===== config.mk =====
export PLATFORM = sky130hd
export DESIGN_NAME = wfq_finish_calc
export DESIGN_NICKNAME = d
export VERILOG_FILES = /design/src/rtl/core/wfq_pkg.sv /design/src/rtl/core/wfq_finish_calc.sv
export SDC_FILE = /design/constraint.sdc
export NUM_CORES = 2
export LEC_CHECK = 0
export BUFFER_PORTS_ARGS = -buffer_cell sky130_fd_sc_hd__buf_2
export CAP_MARGIN = 20
export CORE_MARGIN = 3
export CORE_UTILIZATION = 32
export CTS_CLUSTER_DIAMETER = 80
export DETAILED_ROUTE_END_ITERATION = 6
export PLACE_DENSITY = 0.46
export REMOVE_ABC_BUFFERS = 1
export SYNTH_ARGS = -nofsm -noshare
export SYNTH_HDL_FRONTEND = slang
export SYNTH_SLANG_ARGS = --single-unit

===== constraint.sdc =====
create_clock -name clk -period 22.6 [get_ports clk]
set_clock_uncertainty 0.1 [all_clocks]
set_input_delay 4.52 -clock clk [delete_from_list [all_inputs] [get_ports clk]]
set_output_delay 4.52 -clock clk [all_outputs]
set_load 0.01 [all_outputs]

===== src/rtl/core/wfq_pkg.sv =====
// shared types, constants and codes for the wfq finish time scheduler
`default_nettype none
package wfq_pkg;

  localparam int NUM_BANDS_DEF  = 4;
  localparam int BAND_DEPTH_DEF = 1024;
  localparam int BT_REGS        = 4;
  localparam int SLOT_W         = 96;

  localparam logic [63:0] MAP_LO_RST  = 64'd8;
  localparam logic [63:0] MAP_HI_RST  = 64'd0;
  localparam logic [12:0] MAX_PKT_RST = 13'd1024;
  localparam logic [31:0] BT_RST [BT_REGS] = '{32'd116508, 32'd12945, 32'd233017, 32'd233017};

  typedef enum logic [2:0] {
    REG_MAP_LO  = 3'd0,
    REG_MAP_HI  = 3'd1,
    REG_BT0     = 3'd2,
    REG_BT1     = 3'd3,
    REG_BT2     = 3'd4,
    REG_BT3     = 3'd5,
    REG_MAX_PKT = 3'd6
  } cfg_reg_t;

  typedef enum logic [2:0] {
    ST_ENQ    = 3'd0,
    ST_REJECT = 3'd1,
    ST_DROP   = 3'd2,
    ST_DEQ    = 3'd3,
    ST_NONE   = 3'd4
  } status_t;

  typedef struct packed {
    logic        req_type;
    logic [47:0] now_ns;
    logic [31:0] packet_id;
    logic [15:0] packet_size;
    logic [5:0]  dscp;
    logic        is_ipv4;
  } in_item_t;

  typedef struct packed {
    logic [2:0]  status;
    logic [31:0] out_packet_id;
    logic [1:0]  out_band;
    logic [15:0] out_size;
    logic [47:0] finish_ns;
  } out_item_t;

  typedef struct packed {
    logic [31:0] id;
    logic [15:0] size;
    logic [47:0] arrival;
  } slot_t;

endpackage
`default_nettype wire


===== src/rtl/core/wfq_finish_calc.sv =====
// two stage head finish time: max(arrival, tail) plus rounded size times byte time
`default_nettype none
module wfq_finish_calc (
  input  wire  logic        clk,
  input  wire  logic [15:0] size,
  input  wire  logic [31:0] byte_time,
  input  wire  logic [47:0] arrival,
  input  wire  logic [47:0] tail,
  output logic       [47:0] fin
);
  import wfq_pkg::*;

  logic [47:0] prod_r;
  logic [47:0] start_r;
  logic [47:0] fin_r;
  logic [48:0] rnd;
  logic [48:0] sum;

  always_comb begin
    rnd = {1'b0, prod_r} + 49'h8000;
    sum = {1'b0, start_r} + 49'(rnd[48:16]);
  end

  always_ff @(posedge clk) begin
    prod_r  <= 48'(size) * 48'(byte_time);
    start_r <= (tail > arrival) ? tail : arrival;
    fin_r   <= sum[48] ? {48{1'b1}} : sum[47:0];
  end

  assign fin = fin_r;
endmodule
`default_nettype wire


==> impl_results.md <==
* Status: complete, no violations
* Root Driver: clkbuf_16
* Postcts setup bufs at 0
* Top cells by area, synth: fa_1 37%, dfxtp_1 11%, ha_1 11%, inv_1 8.3%, nand2_1 6.5%
* Post-route clock period utilization at 0.483
* Inst Count DP at 3,603
* DRC violation count after routing at 0
* Sum Neg Setup Slack at 0 ns
* Post-synth EDFFs at 0
* MaxCap Viol Count at 0
* Pin count of the biggest net entering global routing at 44
* Prevailing post-synth register cell: dfxtp_1
* DPL Wire Length at roughly 52,000 um
* Crit Path Max Fanout at 32
* Post-layout util at 0.359
* Synth area leader: fa_1
* Routed WL per cell at 17.7 um
* Period minus WS final at 10.91 ns
* Crit path to: prod_r[44]
* Num ports at 193
* Worst-case reg-to-reg path depth at 15
* Number of global-route vias before repair at 18,800
* GRT overflow at 0
* Slowest stage delay, CP at 0.63 ns
* Port bufs at 192
* Layout cells sized above 1 at 0.101
* Worst-path cell chain: buf_2 > nand2_1 > fa_1 > fa_1 > fa_1 > inv_1 > fa_1 > fa_1 > inv_1 > fa_1 > inv_1 > ha_1 > a21o_1 > a21oi_2 > o21bai_2 > a31o_1 > a221o_1 > a31o_1 > a221o_2 > a21oi_2 > xnor2_1
* H-tree lvl count at 4
* Distinct cells, synth at 66
* First drt pass iteration count at 7
* Avg Cell Area, Syn at 8.88 um^2
* Crit path capture type: register
* Final hold violations at 0
* RSZ-0062 raised after global routing: false
* Post-Synthesis Cells at 2,576
* Post-cts resize count at 0
* Reg2reg end: fin[22]
* Yosys reg bits at 129
* Crit path DAT at ~11 ns
* Core box area at just over 70,000 um^2
* Vias/cell at 4.75
* Total GRT Usage at 0.178
* Slowest CP cell: buf_2
* Die Wd at 273 um
* Post-DRT Antenna Nets at 0
* Die Span Y at ~270 um
* Initial antenna violation count at 0
* Yosys top cell area share at 0.366
* Clock Tree Buf Depth at 2
* Final Setup Violations at 0
* CTS tree: yes
* Mapped Area at 22,900 um^2
* WP data required at roughly 23 ns
* FFs w/ async S/R, synth at 0
* Iteration-0 DRC count of the detailed router at 723
* Slew @ Worst Pin at 0.846 ns
* FP Rows at 97
* DR vias at 17,300
* Synth warn at 0
* Initial Utilization at 0.325
* Hold-fix buffers, CTS at 0
* Dpl cell area at 24,600 um^2
* Relative slew slack at 0.436
* Final Instance Count excl. Fillers at roughly 3,600
* Post-route cell area at 25,200 um^2
* CTS buffer count at 17
* Layout net count at 3,444
* CTS sink cnt at ~130
* Critical R2R Launch: prod_r[18]
* Skew-Pair Late Insertion Delay at approximately 0.43 ns
* Layout overhead on the synthesized area at 10.4%
* Die area at 74,700 um^2
* Most frequent CP cell: fa_1
* Startpoint types: input pin
* Seq/Total Area, Yosys at 0.113
* First-pass GRT wire length at around 100,000 um
* Crit path launch: size[3]
* Worst min path class: reg -> reg
* Clk pin slew, worst setup/hold paths at 0.06 ns
* Slew Limit Fails at 0
* Antenna cell count at 0
* Max Clock Freq at 91.7 MHz
* Critical path type: in -> reg
* R2R Setup Slk at 17.63 ns
* Routability congestion estimate at 0.862
* WL final at 64,500 um
-- per-stage QoR --
step	hold slack [ns]	setup WS (ns)
finish	0.375	11.69
global route	0.416	11.42
CTS	0.381	11.75
detailed placement	0.369	11.31
global placement	0.367	11.38
floorplan	0.342	12.36
-- worst min-delay path by stage --
stage | start | to | slack [ns] | depth (start not counted)
2_1_floorplan | start_r[39] | fin[39] | 0.34 | 1
3_3_place_gp | start_r[39] | fin[39] | 0.37 | 1
3_5_place_dp | start_r[39] | fin[39] | 0.37 | 1
4_1_cts | start_r[39] | fin[39] | 0.38 | 1
5_1_grt | start_r[37] | fin[37] | 0.42 | 1
6_report | start_r[39] | fin[39] | 0.38 | 1
-- registers in the layout (all words and copies together), names as in the netlist --
signal / flops
prod_r: 33
fin: 48
start_r: 48
-- metal layers --
metal	track usage	wire length (um)	share of wire
met2	0.295	30000	0.47
met5	0	0	0
met4	0.0333	741	0.011
met3	0.0245	3110	0.048
met1	0.248	30600	0.47
-- kinds of logic after synthesis --
group | Yosys count | synth area share
mux | 51 | 0.0251
fa+ha+maj | 617 | 0.475
buf+inv | 615 | 0.103
flops | 129 | 0.113
xor+xnor | 97 | 0.0372
compound gates | 283 | 0.0819
simple gates | 784 | 0.165
-- synthesized netlist by cell type, types with 7 or more instances --
| master | number |
|---|---|
| a21o_1 | 49 |
| fa_1 | 418 |
| nor2b_1 | 14 |
| a31oi_1 | 9 |
| a211oi_1 | 9 |
| xor2_1 | 39 |
| nor2_1 | 48 |
| o31ai_1 | 7 |
| nand3_1 | 29 |
| buf_2 | 10 |
| o21a_1 | 13 |
| inv_1 | 507 |
| mux2_2 | 28 |
| nand2_1 | 393 |
| a21oi_1 | 83 |
| dfxtp_1 | 129 |
| and3_1 | 12 |
| xnor2_1 | 58 |
| nor3_1 | 15 |
| o21ai_0 | 26 |
| clkbuf_1 | 91 |
| nand2b_1 | 7 |
| and2_1 | 217 |
| o21bai_1 | 11 |
| o21ai_1 | 21 |
| ha_1 | 199 |
| mux2_1 | 23 |
| nand4_1 | 26 |
-- placed cells by master, fill, tap and decap left out, types with 23 or more instances in the layout --
master / synthesis / layout
a21o_1: 49 / 49
ha_1: 199 / 199
xnor2_1: 58 / 58
nand2_1: 393 / 393
mux2_2: 28 / 28
fa_1: 418 / 418
nand4_1: 26 / 26
a21oi_1: 83 / 83
and2_1: 217 / 217
nand3_1: 29 / 29
nor2_1: 48 / 48
xor2_1: 39 / 39
mux2_1: 23 / 23
inv_1: 507 / 507
o21ai_0: 26 / 26
buf_2: 10 / 192
dfxtp_1: 129 / 129
-- cell type report --
class,count,area (um^2)
clock buffer,19,433
tap,940,1180
multi-input combinational,1832,17900
sequential,129,2580
inverter,508,1910
clock inverter,13,234
timing repair buffer,194,976
fill,7386,45200
-- worst max-delay path: cells and delay by family --
kind	cells	cell delay, ns
XOR/XNOR	1	0.13
adder cells (fa/ha/maj)	7	3.64
AND/OR/NAND/NOR	1	0.18
AO/OA/AOI/OAI	8	1.85
buffers and inverters	4	0.81
Power is left out: the tool's default activity adds up to more than one toggle a clock period on the data nets, which glitch-free logic cannot reach.
